--- config.mk ---
export PLATFORM = sky130hd
export DESIGN_NAME = code_cache_partial_line_fill
export DESIGN_NICKNAME = d
export VERILOG_FILES = /design/src/hdl/ccpf_pkg.sv /design/src/hdl/ccpf_store.sv /design/src/hdl/ccpf_ctrl.sv /design/src/hdl/code_cache_partial_line_fill.sv
export SDC_FILE = /design/constraint.sdc
export NUM_CORES = 2
export LEC_CHECK = 0
export BUFFER_PORTS_ARGS = -buffer_cell sky130_fd_sc_hd__buf_2
export CAP_MARGIN = 5
export CORE_MARGIN = 5
export CORE_UTILIZATION = 55
export CTS_CLUSTER_SIZE = 30
export DETAILED_ROUTE_END_ITERATION = 16
export PLACE_DENSITY = 0.69
export SLEW_MARGIN = 20
export SYNTH_ARGS = -nofsm -noshare
export SYNTH_HDL_FRONTEND = slang
export SYNTH_SLANG_ARGS = --single-unit
--- constraint.sdc ---
create_clock -name clk -period 9 [get_ports clk]
set_input_delay 1.8 -clock clk [delete_from_list [all_inputs] [get_ports clk]]
set_output_delay 1.8 -clock clk [all_outputs]
set_load 0.005 [all_outputs]
--- src/hdl/ccpf_pkg.sv ---
`timescale 1ns / 1ps
// ----------------------------------------------------------------------------
// ccpf_pkg
// Shared widths, request and response codes and the result record of the
// base-relative code cache with partial line fill.
// ----------------------------------------------------------------------------
package ccpf_pkg;

  localparam int CACHE_BYTES_DEF = 512;
  localparam int LINE_BYTES_DEF  = 16;

  localparam int REQ_W   = 3;
  localparam int ADDR_W  = 16;
  localparam int DATA_W  = 8;
  localparam int KIND_W  = 2;
  localparam int BUS_W   = 24;
  localparam int BANK_W  = 7;
  localparam int CIDX_W  = 1;

  // request types
  localparam logic [REQ_W-1:0] REQ_FETCH   = 3'd0;
  localparam logic [REQ_W-1:0] REQ_RETURN  = 3'd1;
  localparam logic [REQ_W-1:0] REQ_HOST_RD = 3'd2;
  localparam logic [REQ_W-1:0] REQ_HOST_WR = 3'd3;
  localparam logic [REQ_W-1:0] REQ_FLUSH   = 3'd4;
  localparam logic [REQ_W-1:0] REQ_FINISH  = 3'd5;

  // response kinds
  localparam logic [KIND_W-1:0] KIND_BYTE    = 2'd0;
  localparam logic [KIND_W-1:0] KIND_BUS_RD  = 2'd1;
  localparam logic [KIND_W-1:0] KIND_HOST_RD = 2'd2;
  localparam logic [KIND_W-1:0] KIND_DONE    = 2'd3;

  // configuration register indexes
  localparam logic [CIDX_W-1:0] CFG_CODE_BASE    = 1'd0;
  localparam logic [CIDX_W-1:0] CFG_PROGRAM_BANK = 1'd1;

  typedef struct packed {
    logic              valid;
    logic [KIND_W-1:0] kind;
    logic [BUS_W-1:0]  bus_addr;
    logic [DATA_W-1:0] byte_out;
    logic              last;
  } result_t;

endpackage

--- src/hdl/ccpf_store.sv ---
`timescale 1ns / 1ps
// ----------------------------------------------------------------------------
// ccpf_store
// Code byte store: one write port, one registered read port with forwarding
// of a same-cycle write, and a zeroing sweep after reset.
// ----------------------------------------------------------------------------
module ccpf_store
  import ccpf_pkg::*;
#(
  parameter int DEPTH = CACHE_BYTES_DEF
) (
  input  logic                     clk,
  input  logic                     rst_n,
  input  logic                     rd_en,
  input  logic [$clog2(DEPTH)-1:0] rd_addr,
  input  logic                     wr_en,
  input  logic [$clog2(DEPTH)-1:0] wr_addr,
  input  logic [DATA_W-1:0]        wr_data,
  output logic [DATA_W-1:0]        rd_data,
  output logic                     clear_done
);

  localparam int AW = $clog2(DEPTH);

  logic [DATA_W-1:0] mem [DEPTH];
  logic [DATA_W-1:0] rdata_r;
  logic              fwd_r;
  logic [DATA_W-1:0] fwd_data_r;
  logic [AW:0]       clr_cnt_r;
  logic [AW:0]       clr_cnt_nxt;

  logic              mem_we;
  logic [AW-1:0]     mem_wa;
  logic [DATA_W-1:0] mem_wd;

  assign clear_done = clr_cnt_r[AW];

  always_comb begin
    clr_cnt_nxt = clear_done ? clr_cnt_r : clr_cnt_r + 1'b1;
    if (!clear_done) begin
      mem_we = 1'b1;
      mem_wa = clr_cnt_r[AW-1:0];
      mem_wd = '0;
    end else begin
      mem_we = wr_en;
      mem_wa = wr_addr;
      mem_wd = wr_data;
    end
  end

  always_ff @(posedge clk) begin
    if (!rst_n) begin
      clr_cnt_r <= '0;
    end else begin
      clr_cnt_r <= clr_cnt_nxt;
    end
  end

  always_ff @(posedge clk) begin
    if (mem_we) begin
      mem[mem_wa] <= mem_wd;
    end
  end

  // hold read data for the item in the control stage; a write in the
  // same cycle to the same entry wins over the old contents
  always_ff @(posedge clk) begin
    if (rd_en) begin
      rdata_r    <= mem[rd_addr];
      fwd_r      <= wr_en && (wr_addr == rd_addr);
      fwd_data_r <= wr_data;
    end
  end

  assign rd_data = fwd_r ? fwd_data_r : rdata_r;

endmodule

--- src/hdl/ccpf_ctrl.sv ---
`timescale 1ns / 1ps
// ----------------------------------------------------------------------------
// ccpf_ctrl
// Control stage: decodes the held request against line valid bits and fill
// state, steps out bus read requests, and updates state when it retires.
// ----------------------------------------------------------------------------
module ccpf_ctrl
  import ccpf_pkg::*;
#(
  parameter int CACHE_BYTES = CACHE_BYTES_DEF,
  parameter int LINE_BYTES  = LINE_BYTES_DEF
) (
  input  logic                           clk,
  input  logic                           rst_n,
  input  logic                           accept,
  input  logic [REQ_W-1:0]               req_type,
  input  logic [ADDR_W-1:0]              addr,
  input  logic [DATA_W-1:0]              data,
  input  logic [ADDR_W-1:0]              code_base,
  input  logic [BANK_W-1:0]              program_bank,
  input  logic [DATA_W-1:0]              rd_data,
  input  logic                           slot_free,
  output logic                           stage_free,
  output logic                           wr_en,
  output logic [$clog2(CACHE_BYTES)-1:0] wr_addr,
  output logic [DATA_W-1:0]              wr_data,
  output result_t                        res
);

  localparam int OFS_W     = $clog2(CACHE_BYTES);
  localparam int LN_W      = $clog2(LINE_BYTES);
  localparam int NUM_LINES = CACHE_BYTES / LINE_BYTES;
  localparam int LIDX_W    = OFS_W - LN_W;

  typedef enum logic [1:0] {W_IDLE, W_MISS, W_DIRECT, W_FINISH} wait_t;

  // held request
  logic               s2_valid_r, s2_valid_nxt;
  logic [REQ_W-1:0]   req_r;
  logic [ADDR_W-1:0]  addr_r;
  logic [DATA_W-1:0]  data_r;
  logic [LN_W-1:0]    cnt_r, cnt_nxt;

  // cache state
  logic [NUM_LINES-1:0] line_valid_r, line_valid_nxt;
  logic [OFS_W:0]       fill_pos_r, fill_pos_nxt;
  logic                 flushed_r, flushed_nxt;
  wait_t                wait_r, wait_nxt;
  logic [OFS_W:0]       wp_r, wp_nxt;
  logic [OFS_W-1:0]     tgt_r, tgt_nxt;
  logic [DATA_W-1:0]    tgt_byte_r;

  logic [ADDR_W:0]    diff;
  logic               in_win;
  logic [OFS_W-1:0]   off;
  logic [ADDR_W-1:0]  host_sum;
  logic [OFS_W-1:0]   host_a;
  logic [LN_W-1:0]    nib;
  logic [OFS_W-1:0]   miss_from;
  logic               fin_cond;
  logic [OFS_W-1:0]   fin_from;
  logic [OFS_W-1:0]   fin_tgt;
  logic [OFS_W:0]     wp_inc;
  logic               fill_done;
  logic [DATA_W-1:0]  final_byte;

  logic               one_res;
  logic               do_fill;
  logic               we_c;
  logic [OFS_W-1:0]   wa_c;
  logic [KIND_W-1:0]  r_kind;
  logic [BUS_W-1:0]   r_bus;
  logic [DATA_W-1:0]  r_byte;
  logic [OFS_W-1:0]   fill_from;
  logic [OFS_W-1:0]   fill_tgt;

  logic [OFS_W-1:0]   p;
  logic [ADDR_W-1:0]  p_bus;
  logic               em_last;
  logic               has_res;
  logic               cur_last;
  logic               emit;
  logic               adv;

  always_comb begin
    diff      = {1'b0, addr_r} - {1'b0, code_base};
    in_win    = !diff[ADDR_W] && (diff[ADDR_W-1:0] < ADDR_W'(CACHE_BYTES));
    off       = diff[OFS_W-1:0];
    host_sum  = addr_r + code_base;
    host_a    = host_sum[OFS_W-1:0];
    nib       = flushed_r ? '0 : fill_pos_r[LN_W-1:0];
    miss_from = {off[OFS_W-1:LN_W], nib};
    fin_cond  = !flushed_r && (fill_pos_r[LN_W-1:0] != '0) && !fill_pos_r[OFS_W];
    fin_from  = fill_pos_r[OFS_W-1:0];
    fin_tgt   = {fin_from[OFS_W-1:LN_W], {LN_W{1'b1}}};
    wp_inc    = wp_r + 1'b1;
    fill_done = wp_inc > {1'b0, tgt_r};
    // the last returned byte is the target unless the fill started past it
    final_byte = (wp_r[OFS_W-1:0] == tgt_r) ? data_r : tgt_byte_r;
  end

  // decode the held request
  always_comb begin
    one_res   = 1'b0;
    do_fill   = 1'b0;
    we_c      = 1'b0;
    wa_c      = wp_r[OFS_W-1:0];
    r_kind    = KIND_BYTE;
    r_bus     = '0;
    r_byte    = '0;
    fill_from = miss_from;
    fill_tgt  = off;
    if (wait_r != W_IDLE) begin
      if (req_r == REQ_RETURN) begin
        if (wait_r == W_DIRECT) begin
          one_res = 1'b1;
          r_byte  = data_r;
        end else begin
          we_c = 1'b1;
          if (fill_done) begin
            one_res = 1'b1;
            if (wait_r == W_MISS) begin
              r_byte = final_byte;
            end else begin
              r_kind = KIND_DONE;
            end
          end
        end
      end
    end else begin
      case (req_r)
        REQ_FETCH: begin
          if (!in_win) begin
            one_res = 1'b1;
            r_kind  = KIND_BUS_RD;
            r_bus   = {1'b0, program_bank, addr_r};
          end else if (line_valid_r[off[OFS_W-1:LN_W]]) begin
            one_res = 1'b1;
            r_byte  = rd_data;
          end else begin
            do_fill = 1'b1;
          end
        end
        REQ_HOST_RD: begin
          one_res = 1'b1;
          r_kind  = KIND_HOST_RD;
          r_byte  = rd_data;
        end
        REQ_HOST_WR: begin
          we_c = 1'b1;
          wa_c = host_a;
        end
        REQ_FINISH: begin
          if (fin_cond) begin
            do_fill   = 1'b1;
            fill_from = fin_from;
            fill_tgt  = fin_tgt;
          end else begin
            one_res = 1'b1;
            r_kind  = KIND_DONE;
          end
        end
        default: begin
        end
      endcase
    end
  end

  // step through the bus read requests of a fill
  always_comb begin
    p        = fill_from + OFS_W'(cnt_r);
    p_bus    = code_base + ADDR_W'(p);
    em_last  = p >= fill_tgt;
    has_res  = one_res || do_fill;
    cur_last = one_res || em_last;
    emit     = s2_valid_r && has_res && slot_free;
    adv      = s2_valid_r && (!has_res || (slot_free && cur_last));
    stage_free = !s2_valid_r || adv;

    res.valid    = emit;
    res.last     = cur_last;
    res.kind     = do_fill ? KIND_BUS_RD : r_kind;
    res.bus_addr = do_fill ? {1'b0, program_bank, p_bus} : r_bus;
    res.byte_out = do_fill ? '0 : r_byte;

    wr_en   = adv && we_c;
    wr_addr = wa_c;
    wr_data = data_r;
  end

  // next state, applied when the held request retires
  always_comb begin
    s2_valid_nxt   = accept ? 1'b1 : (adv ? 1'b0 : s2_valid_r);
    cnt_nxt        = adv ? '0 : (emit ? cnt_r + 1'b1 : cnt_r);
    line_valid_nxt = line_valid_r;
    fill_pos_nxt   = fill_pos_r;
    flushed_nxt    = flushed_r;
    wait_nxt       = wait_r;
    wp_nxt         = wp_r;
    tgt_nxt        = tgt_r;
    if (adv) begin
      if (wait_r != W_IDLE) begin
        if (req_r == REQ_RETURN) begin
          if (wait_r == W_DIRECT) begin
            wait_nxt = W_IDLE;
          end else begin
            wp_nxt = wp_inc;
            if (fill_done) begin
              fill_pos_nxt = wp_inc;
              wait_nxt     = W_IDLE;
              if (tgt_r[LN_W-1:0] == {LN_W{1'b1}}) begin
                line_valid_nxt[tgt_r[OFS_W-1:LN_W]] = 1'b1;
              end
            end
          end
        end
      end else if (do_fill) begin
        wp_nxt  = {1'b0, fill_from};
        tgt_nxt = fill_tgt;
        if (req_r == REQ_FETCH) begin
          wait_nxt     = W_MISS;
          flushed_nxt  = 1'b0;
          fill_pos_nxt = {1'b0, fill_from};
        end else begin
          wait_nxt = W_FINISH;
        end
      end else begin
        case (req_r)
          REQ_FETCH: begin
            if (!in_win) begin
              wait_nxt = W_DIRECT;
            end
          end
          REQ_HOST_WR: begin
            if (host_a[LN_W-1:0] == {LN_W{1'b1}}) begin
              line_valid_nxt[host_a[OFS_W-1:LN_W]] = 1'b1;
            end
          end
          REQ_FLUSH: begin
            flushed_nxt    = 1'b1;
            fill_pos_nxt   = '0;
            line_valid_nxt = '0;
          end
          default: begin
          end
        endcase
      end
    end
  end

  always_ff @(posedge clk) begin
    if (!rst_n) begin
      s2_valid_r   <= 1'b0;
      cnt_r        <= '0;
      line_valid_r <= '0;
      fill_pos_r   <= '0;
      flushed_r    <= 1'b1;
      wait_r       <= W_IDLE;
      wp_r         <= '0;
      tgt_r        <= '0;
    end else begin
      s2_valid_r   <= s2_valid_nxt;
      cnt_r        <= cnt_nxt;
      line_valid_r <= line_valid_nxt;
      fill_pos_r   <= fill_pos_nxt;
      flushed_r    <= flushed_nxt;
      wait_r       <= wait_nxt;
      wp_r         <= wp_nxt;
      tgt_r        <= tgt_nxt;
    end
  end

  always_ff @(posedge clk) begin
    if (accept) begin
      req_r  <= req_type;
      addr_r <= addr;
      data_r <= data;
    end
    // keep the stored byte at the miss target for a fill that starts past it
    if (adv && do_fill) begin
      tgt_byte_r <= rd_data;
    end
  end

`ifndef SYNTH
  a_fill_not_flushed: assert property (@(posedge clk) disable iff (!rst_n)
    (wait_r == W_MISS || wait_r == W_FINISH) |-> !flushed_r)
    else $error("fill outstanding while flushed mark set");

  a_wp_in_line: assert property (@(posedge clk) disable iff (!rst_n)
    (wait_r == W_MISS || wait_r == W_FINISH) |->
      (!wp_r[OFS_W] && (wp_r[OFS_W-1:LN_W] == tgt_r[OFS_W-1:LN_W])))
    else $error("write pointer left the target line during a fill");

  a_flush_clears: assert property (@(posedge clk) disable iff (!rst_n)
    (adv && wait_r == W_IDLE && req_r == REQ_FLUSH) |=>
      (line_valid_r == '0 && flushed_r))
    else $error("flush left a valid line");
`endif

endmodule

--- src/hdl/code_cache_partial_line_fill.sv ---
`timescale 1ns / 1ps
// ----------------------------------------------------------------------------
// code_cache_partial_line_fill
// Base-relative instruction cache with partial line fill: fetch, bus data
// return, host read/write, flush and finish over streaming channels.
// ----------------------------------------------------------------------------
//
//  channel | ports                      | moves
//  --------+----------------------------+-------------------------------------
//  in      | in_tvalid/tready/tdata/tuser | one request (fetch, return, ...)
//  out     | out_tvalid/tready/tdata/tuser/tlast | one result
//  cfg     | cfg_valid/ready/index/data | one register write
//
//  A fetch hit or host read sustains one per cycle while the out channel
//  is not stalled; the store's single registered read port sets that pace.
//  While out is not stalled, a miss emits one bus read request per cycle (up
//  to LINE_BYTES); each returned byte then comes back as a return request.
//  After reset the store is zeroed by a sweep over every entry; in_tready
//  stays low during it while cfg writes are still taken.
//  A stalled out channel holds the control stage; one request may still wait
//  in it while the output register holds a result.
//
module code_cache_partial_line_fill
  import ccpf_pkg::*;
#(
  parameter int CACHE_BYTES = CACHE_BYTES_DEF,
  parameter int LINE_BYTES  = LINE_BYTES_DEF
) (
  input  logic               clk,
  input  logic               rst_n,
  // request channel
  input  logic               in_tvalid,
  output logic               in_tready,
  input  logic [23:0]        in_tdata,   // addr [15:0], data [23:16]
  input  logic [REQ_W-1:0]   in_tuser,   // req_type [2:0]
  // result channel
  output logic               out_tvalid,
  input  logic               out_tready,
  output logic [31:0]        out_tdata,  // bus_addr [23:0], byte_out [31:24]
  output logic [KIND_W-1:0]  out_tuser,  // resp_kind [1:0]
  output logic               out_tlast,
  // configuration write channel
  input  logic               cfg_valid,
  output logic               cfg_ready,
  input  logic [CIDX_W-1:0]  cfg_index,
  input  logic [ADDR_W-1:0]  cfg_data
);

  localparam int OFS_W = $clog2(CACHE_BYTES);

  logic [ADDR_W-1:0] code_base_r;
  logic [BANK_W-1:0] program_bank_r;

  logic [ADDR_W-1:0] in_addr;
  logic [DATA_W-1:0] in_data;
  logic              accept;
  logic              stage_free;
  logic              clear_done;
  logic [ADDR_W-1:0] rd_sum;
  logic [OFS_W-1:0]  rd_addr;
  logic [DATA_W-1:0] rd_data;
  logic              wr_en;
  logic [OFS_W-1:0]  wr_addr;
  logic [DATA_W-1:0] wr_data;
  logic              slot_free;
  result_t           res;

  logic               out_valid_r;
  logic [KIND_W-1:0]  out_kind_r;
  logic [BUS_W-1:0]   out_bus_r;
  logic [DATA_W-1:0]  out_byte_r;
  logic               out_last_r;

  assign in_addr = in_tdata[ADDR_W-1:0];
  assign in_data = in_tdata[ADDR_W +: DATA_W];

  // configuration: the user must write only while idle (not enforced here); always ready
  assign cfg_ready = 1'b1;

  always_ff @(posedge clk) begin
    if (!rst_n) begin
      code_base_r    <= '0;
      program_bank_r <= '0;
    end else if (cfg_valid) begin
      case (cfg_index)
        CFG_CODE_BASE:    code_base_r    <= cfg_data;
        CFG_PROGRAM_BANK: program_bank_r <= cfg_data[BANK_W-1:0];
        default: begin
        end
      endcase
    end
  end

  // take a request when the store sweep is done and the control stage frees
  assign in_tready = clear_done && stage_free;
  assign accept    = in_tvalid && in_tready;

  // fetches read the window offset, host reads the base-relative offset
  always_comb begin
    if (in_tuser == REQ_FETCH) begin
      rd_sum = in_addr - code_base_r;
    end else begin
      rd_sum = in_addr + code_base_r;
    end
    rd_addr = rd_sum[OFS_W-1:0];
  end

  ccpf_store #(
    .DEPTH (CACHE_BYTES)
  ) u_store (
    .clk        (clk),
    .rst_n      (rst_n),
    .rd_en      (accept),
    .rd_addr    (rd_addr),
    .wr_en      (wr_en),
    .wr_addr    (wr_addr),
    .wr_data    (wr_data),
    .rd_data    (rd_data),
    .clear_done (clear_done)
  );

  ccpf_ctrl #(
    .CACHE_BYTES (CACHE_BYTES),
    .LINE_BYTES  (LINE_BYTES)
  ) u_ctrl (
    .clk          (clk),
    .rst_n        (rst_n),
    .accept       (accept),
    .req_type     (in_tuser),
    .addr         (in_addr),
    .data         (in_data),
    .code_base    (code_base_r),
    .program_bank (program_bank_r),
    .rd_data      (rd_data),
    .slot_free    (slot_free),
    .stage_free   (stage_free),
    .wr_en        (wr_en),
    .wr_addr      (wr_addr),
    .wr_data      (wr_data),
    .res          (res)
  );

  // output register: load a new result as the previous one drains
  assign slot_free = !out_valid_r || out_tready;

  always_ff @(posedge clk) begin
    if (!rst_n) begin
      out_valid_r <= 1'b0;
    end else if (slot_free) begin
      out_valid_r <= res.valid;
    end
  end

  always_ff @(posedge clk) begin
    if (slot_free && res.valid) begin
      out_kind_r <= res.kind;
      out_bus_r  <= res.bus_addr;
      out_byte_r <= res.byte_out;
      out_last_r <= res.last;
    end
  end

  assign out_tvalid = out_valid_r;
  assign out_tdata  = {out_byte_r, out_bus_r};
  assign out_tuser  = out_kind_r;
  assign out_tlast  = out_last_r;

endmodule
* Word level (Yosys, flattened, before mapping)
Memory sizes are Yosys's and may differ from the RTL's. A register that Yosys moved wholly into a read port is not among the register bits.
Index checks and enable logic that the tools add are counted.
** Operators by class
- Order comparisons :: 8
- Add/subtract/negate cells :: 9
- Equal/unequal tests :: 21
- Muxes and demuxes :: 93
- Bitwise logic cells :: 6
- Reduce and logical (&&, ||, !) cells :: 46
** Operator list (number)
- $mux 32 :: 7
- $mux 10 :: 12
- $mux 23 :: 4
- $mux 9 :: 10
- $mux 8 :: 10
- $or 32x32->32 :: 2
- $pmux 32 s2 :: 1
- $mux 2 :: 14
- $mux 1 :: 27
- $add 10x1->10 const B :: 2
- $add 9x9->9 :: 2
- $eq 9x9->1 :: 2
- $lt 5x6->1 const B :: 3
- $sub 16x16->17 :: 1
- $add 16x9->16 :: 1
- $lt 16x10->1 const B :: 1
- $pmux 8 s2 :: 1
- $logic_and 1x1->1 :: 15
- $demux 1 s5 :: 2
- $ge 5x1->1 const B :: 2
- $gt 10x9->1 :: 1
- $ne 2x2->1 const B :: 5
- $add 9x4->9 :: 1
- $ge 9x9->1 :: 1
- other kinds (32) :: 56
** Storage, ports and cells
- Memory bits (writable) :: 4096
- Register bits :: 182
- Logic and storage cells :: 208
- Output and inout bits :: 38
- Memories :: 1
** Memory list
- u_store.mem :: words 512, bits a word 8, rd ports 1, clocked after memory_dff 1, write ports 1, line ccpf_store.sv:25 : logic [DATA_W-1:0] mem [DEPTH];

* Depth between registers and ports, before layout
- Depth in word-level cells :: 16
- Depth in mapped cells :: 23
- Mapped depth without buffers :: 21

* By module
Synthesis repeated with hierarchy kept, for this count alone.
** Unflattened totals
- Cells, all modules :: 9654
- Area, all modules :: 174258.4 µm²
** By module, submodules not included
- ccpf_store :: seq. area each 123708.6 µm², cells an instance 8401, instances 1, area each 163260.3 µm²
- ccpf_ctrl :: seq. area each 2432.3 µm², cells an instance 1038, instances 1, area each 8490.6 µm²
- code_cache_partial_line_fill :: seq. area each 1531.5 µm², cells an instance 215, instances 1, area each 2507.4 µm²

* Worst setup path after synthesis
Ideal clock, no wire load.
- Path kind :: register to register
- Start :: register u_store.clr_cnt_r[9]
- End :: memory u_store.mem[0][0], data pin
- Period minus slack after synthesis :: 9.228 ns
- Arrival time :: 7.692 ns
- Required time :: 7.465 ns
- Stages on the path, launching flop included :: 5
- Path slack :: -0.228 ns
- Path through :: dfxtp_1 clkbuf_1 buf_1 clkbuf_1 and2_1
** On the way
- Word-level cells in the longest chain between the ends :: 1
** RTL lines
- from (decl) :: line ccpf_store.sv:29 : logic [AW:0] clr_cnt_r;
- from (signal assigned) :: line ccpf_store.sv:55 : clr_cnt_r <= clr_cnt_nxt;
- $mux 8 :: line ccpf_store.sv:40 : if (!clear_done) begin
- via u_store.mem_wd[0] :: line ccpf_store.sv:34 : logic [DATA_W-1:0] mem_wd;
- to (decl) :: line ccpf_store.sv:25
The timed path passes the listed nets, and every way through them passes these cells.

* Worst setup path after layout
- Start :: register code_base_r[0]
- End :: output in_tready
** On the way
- Word-level cells in the longest chain between the ends :: 13
- Elaborated cells on any way between the ends :: 30
** RTL lines
- from (decl) :: line code_cache_partial_line_fill.sv:51 : logic [ADDR_W-1:0] code_base_r;
- from (signal assigned) :: line code_cache_partial_line_fill.sv:86 : CFG_CODE_BASE: code_base_r <= cfg_data;
- $sub 16x16->17 (*) :: line ccpf_ctrl.sv:86 : diff = {1'b0, addr_r} - {1'b0, code_base};
- branches (longest 8 deep; another with $add 9x4->9)
- $logic_or 1x1->1 (*) :: line ccpf_ctrl.sv:177 : adv = s2_valid_r && (!has_res || (slot_free && cur_last));
- $logic_and 1x1->1 (*) :: line ccpf_ctrl.sv:177
- $logic_or 1x1->1 (*) :: line ccpf_ctrl.sv:178 : stage_free = !s2_valid_r || adv;
- $logic_and 1x1->1 (*) :: line code_cache_partial_line_fill.sv:95 : assign in_tready = clear_done && stage_free;
- to (decl) :: line code_cache_partial_line_fill.sv:33 : output logic in_tready,
Mark *: on every way between the ends. The select of a mux whose other input is x is not followed.

==> PnR_summary.wiki <==
{| class="wikitable"
! Metric !! Value
|-
| Minimum clock period after layout || approximately 7.7 ns
|-
| Most Crowded Layer GR || met2
|-
| Main flop type after synthesis || sky130_fd_sc_hd__edfxtp_1
|-
| Simple-gate portion of the synthesized area || 2.62%
|-
| Antenna violations before repair || 19
|-
| Pin count of the biggest net entering global routing || 233
|-
| DRC violation count after routing || 0
|-
| Number of enable flip-flop cells after synthesis || 4182
|-
| Class of the worst hold path || register to register
|-
| Layout net count || ~8200
|-
| Number of CTS-inserted buffers || around 430
|-
| Insertion delay to the later sink of the worst-skew pair || 0.98 ns
|-
| Largest family of logic cells by synthesized area || multiplexers
|-
| Max Fclk || 0.130 GHz
|-
| Worst Path Required || approximately 7.2 ns
|-
| Endpoint type of the worst setup path || output pin
|-
| Met1 layer usage reported by global route || roughly a third
|-
| Setup CP Type || register to output pin
|-
| Mux contribution to synthesized area || 18.4%
|-
| Clk pin slew, worst setup/hold paths || 0.06 ns
|-
| Final weighted congestion in routability-driven placement || a little under 0.9
|-
| Count of final hold-check violations || 0
|-
| Share of the yosys chip area belonging to registers || 75.1%
|-
| Internal reg-to-reg setup slack || 1.78 ns
|-
| Detailed router's first-iteration violation count || 9675
|-
| Type of origin of the critical path || register
|-
| Cell at the root of the clock tree || sky130_fd_sc_hd__clkbuf_16
|-
| Area fraction in compound gates after synthesis || around 1.5%
|-
| Placeable Area || 0.308 sq mm
|-
| # clock sinks || 4285
|-
| Buffers added on ports || 84
|-
| Max Fanout on Critical Path || 10
|-
| Total gr overflow || 0
|-
| Post-CTS Hold Fix Bufs || 0
|-
| Via count of the routed design || between 80000 and 90000
|-
| DRT antenna net count || 0
|-
| Met3 usage || between 4 and 5%
|-
| Half-perimeter wire length after detailed placement || 232000 um
|-
| Pwr dens || 227 mW/mm^2
|-
| Total of warnings raised by yosys || 0
|-
| Share of the synthesized area in the top cell type || 73.9%
|-
| DIE AREA || 0.320 sq mm
|-
| Buffers from clock root to sink, at most || 4
|-
| Number of global-route vias before repair || between 80000 and 90000
|-
| Leak pwr || 0.0651 uW
|-
| Cells after DPL || between 10000 and 15000
|-
| Result of the run || complete, no violations
|-
| Max-capacitance violation count || 0
|-
| CTS H-tree depth || 5
|-
| Clock Skew || 0.0585 ns
|-
| Post-synthesis sequential element count || between 4000 and 5000
|-
| Starting utilization of the core area || approximately 55%
|-
| Share of post-route cells with drive strength above 1 || 27.6%
|-
| Post-route non-filler standard cell count || 12600
|-
| Layout-stage area growth over the synthesis result || 11.8%
|-
| Synthesized-area fraction occupied by adder cells || less than 1%
|-
| Cells resized by post-CTS repair || 0
|-
| Routed wirelength normalized by instance count || 31.2 um
|-
| Post-Layout Inst Area || 0.190 sq mm
|-
| Final setup violating endpoints || 0
|-
| Number of unique standard cell types used by synthesis || 75
|-
| Worst-Margin Slew || ~1.1 ns
|-
| Relative slew slack || around a quarter
|-
| Post-CTS Repair Setup Buffers || 0
|-
| Number of placed I/O pins || 87
|-
| Total routed wirelength || 392000 um
|-
| Placement Rows || ~200
|-
| Final TNS setup || 0 ns
|-
| Global-route usage over all layers || 24.1%
|-
| Arrival time of the worst setup path || 5.91 ns
|-
| CTS tree || done
|-
| First-pass detailed-route iteration total || 8
|-
| Setup repair after global routing missed its margin || false
|-
| Gate count of the mapped netlist || 7816
|-
| Post-synthesis instance area || 0.170 sq mm
|-
| Routing usage on met2 || 38.4%
|-
| Final cycle utilization of the critical path || 85.6%
|-
| Final Max Tran Viols || 0
|-
| Xor-xnor portion of the synthesized cell area || 0.453%
|-
| Largest voltage drop on the vdd net || about 0.28 mV
|-
| Die Y || 566 um
|-
| Chip width || 566 um
|-
| Net Count, Synth || slightly below 8000
|-
| Global-route wire length before repair || 572000 um
|-
| Mean instance size in the synthesized netlist || around 22 sq um
|-
| Top cells by area, synth || sky130_fd_sc_hd__edfxtp_1 (74%), sky130_fd_sc_hd__mux4_2 (18%), sky130_fd_sc_hd__nor2_1 (1.3%)
|-
| Cell taking the most area after synthesis || sky130_fd_sc_hd__edfxtp_1
|-
| Share of flip-flops with an asynchronous set or reset || 0%
|-
| Total cell area at the placement stage || 0.176 sq mm
|-
| Vias per std cell || 6.43
|}
[logic make-up (layout without fill, tap and decap cells)]
family,count (synthesis),after routing
xor+xnor,87,87
compound gates,362,362
flops,4285,4285
other cells,2,8
mux,1414,1414
buf+inv,526,1137
fa+ha+maj,69,69
simple gates,1071,1071
[flip-flops by register name (all words and copies together), names as in the netlist, 10 cells and up]
signal,cells
u_store.mem,4096
code_base_r,16
u_ctrl.fill_pos_r,10
u_ctrl.addr_r,16
out_bus_r,23
u_store.clr_cnt_r,10
u_ctrl.line_valid_r,32
u_ctrl.wp_r,10
[layout make-up]
type / count / area, sq um
fillers: 20700 / 118000
diodes: 6 / 15.0
well taps: 4120 / 5150
multi-input cells: 3005 / 40200
clock buffers: 523 / 11200
repair buffers: 255 / 2580
flip-flops and latches: 4285 / 128000
inverters: 84 / 315
clock inverters: 275 / 2880
[worst paths after layout]
path	depth (start not counted)	start	to
setup / recovery	15	code_base_r[0]	in_tready
hold / removal	2	program_bank_r[6]	program_bank_r[6]
setup reg to reg	17	code_base_r[0]	u_store.mem[111][6]
hold reg to reg	2	program_bank_r[6]	program_bank_r[6]
[critical path: stages (launching register included)]
cell and delay [ns]:
sky130_fd_sc_hd__dfxtp_1 0.50, sky130_fd_sc_hd__ha_1 0.26, sky130_fd_sc_hd__inv_1 0.07, sky130_fd_sc_hd__fa_1 0.43
sky130_fd_sc_hd__a21oi_1 0.22, sky130_fd_sc_hd__o221ai_2 0.23, sky130_fd_sc_hd__xnor2_2 0.59, sky130_fd_sc_hd__mux4_2 0.42
sky130_fd_sc_hd__and3_1 0.19, sky130_fd_sc_hd__a311o_1 0.32, sky130_fd_sc_hd__o211ai_2 0.31, sky130_fd_sc_hd__a21oi_2 0.17
sky130_fd_sc_hd__or4_1 0.66, sky130_fd_sc_hd__nand3_1 0.20, sky130_fd_sc_hd__and2_1 0.23, sky130_fd_sc_hd__buf_2 0.16
[cell usage in the layout (no fill, tap or decap), types with 36 or more instances in the layout]
| master | count |
|---|---|
| sky130_fd_sc_hd__clkinv_1 | 85 |
| sky130_fd_sc_hd__o21ai_0 | 57 |
| sky130_fd_sc_hd__clkbuf_16 | 431 |
| sky130_fd_sc_hd__clkbuf_1 | 89 |
| sky130_fd_sc_hd__buf_2 | 84 |
| sky130_fd_sc_hd__nand2_1 | 277 |
| sky130_fd_sc_hd__nor2_1 | 575 |
| sky130_fd_sc_hd__inv_1 | 83 |
| sky130_fd_sc_hd__xnor2_1 | 50 |
| sky130_fd_sc_hd__buf_12 | 55 |
| sky130_fd_sc_hd__dfxtp_1 | 103 |
| sky130_fd_sc_hd__clkinv_2 | 89 |
| sky130_fd_sc_hd__mux2i_1 | 36 |
| sky130_fd_sc_hd__edfxtp_1 | 4182 |
| sky130_fd_sc_hd__ha_1 | 63 |
| sky130_fd_sc_hd__o211a_1 | 40 |
| sky130_fd_sc_hd__a21oi_1 | 86 |
| sky130_fd_sc_hd__nand3_1 | 37 |
| sky130_fd_sc_hd__bufinv_16 | 45 |
| sky130_fd_sc_hd__mux4_2 | 1365 |
| sky130_fd_sc_hd__buf_4 | 105 |
[through the flow]
step / util (%) / hold WS [ns] / power [uW] / setup slack (ns)
after floorplan: - / 0.439 / 24500 / 2.49
after global placement: 57.0 / 0.454 / 25800 / 1.89
after detailed placement: 57.0 / 0.454 / 25800 / 1.88
after CTS: 61.5 / 0.462 / 43400 / 1.30
after global routing: 61.6 / 0.492 / 44400 / 1.05
final: 61.6 / 0.461 / 43100 / 1.29
[routing by layer]
| metal | share of wire (%) | routed length, um |
|---|---|---|
| met5 | 0.011 | 43 |
| met4 | 2.8 | 11000 |
| met3 | 8.6 | 33800 |
| met2 | 49 | 192000 |
| met1 | 40 | 155000 |
[Yosys cell counts, types with 13 or more instances]
master,number
sky130_fd_sc_hd__a21boi_0,27
sky130_fd_sc_hd__a21oi_1,86
sky130_fd_sc_hd__a31oi_1,14
sky130_fd_sc_hd__and2_1,32
sky130_fd_sc_hd__buf_1,107
sky130_fd_sc_hd__buf_2,14
sky130_fd_sc_hd__buf_6,48
sky130_fd_sc_hd__clkbuf_1,264
sky130_fd_sc_hd__dfxtp_1,103
sky130_fd_sc_hd__edfxtp_1,4182
sky130_fd_sc_hd__ha_1,64
sky130_fd_sc_hd__inv_1,83
sky130_fd_sc_hd__mux2_2,13
sky130_fd_sc_hd__mux2i_1,36
sky130_fd_sc_hd__mux4_2,1365
sky130_fd_sc_hd__nand2_1,277
sky130_fd_sc_hd__nand3_1,37
sky130_fd_sc_hd__nand4_1,15
sky130_fd_sc_hd__nor2_1,595
sky130_fd_sc_hd__nor2b_1,29
sky130_fd_sc_hd__nor3_1,37
sky130_fd_sc_hd__o211a_1,40
sky130_fd_sc_hd__o211ai_1,26
sky130_fd_sc_hd__o21a_1,14
sky130_fd_sc_hd__o21ai_0,57
sky130_fd_sc_hd__o21bai_1,13
sky130_fd_sc_hd__o22ai_1,17
sky130_fd_sc_hd__xnor2_1,56
sky130_fd_sc_hd__xor2_1,30
[where the power goes]
part	internal, uW	switching [uW]
sequential	21600	10.7
clock	10200	7570
combinational	1590	2240
Power figures use the tool's default switching activity.
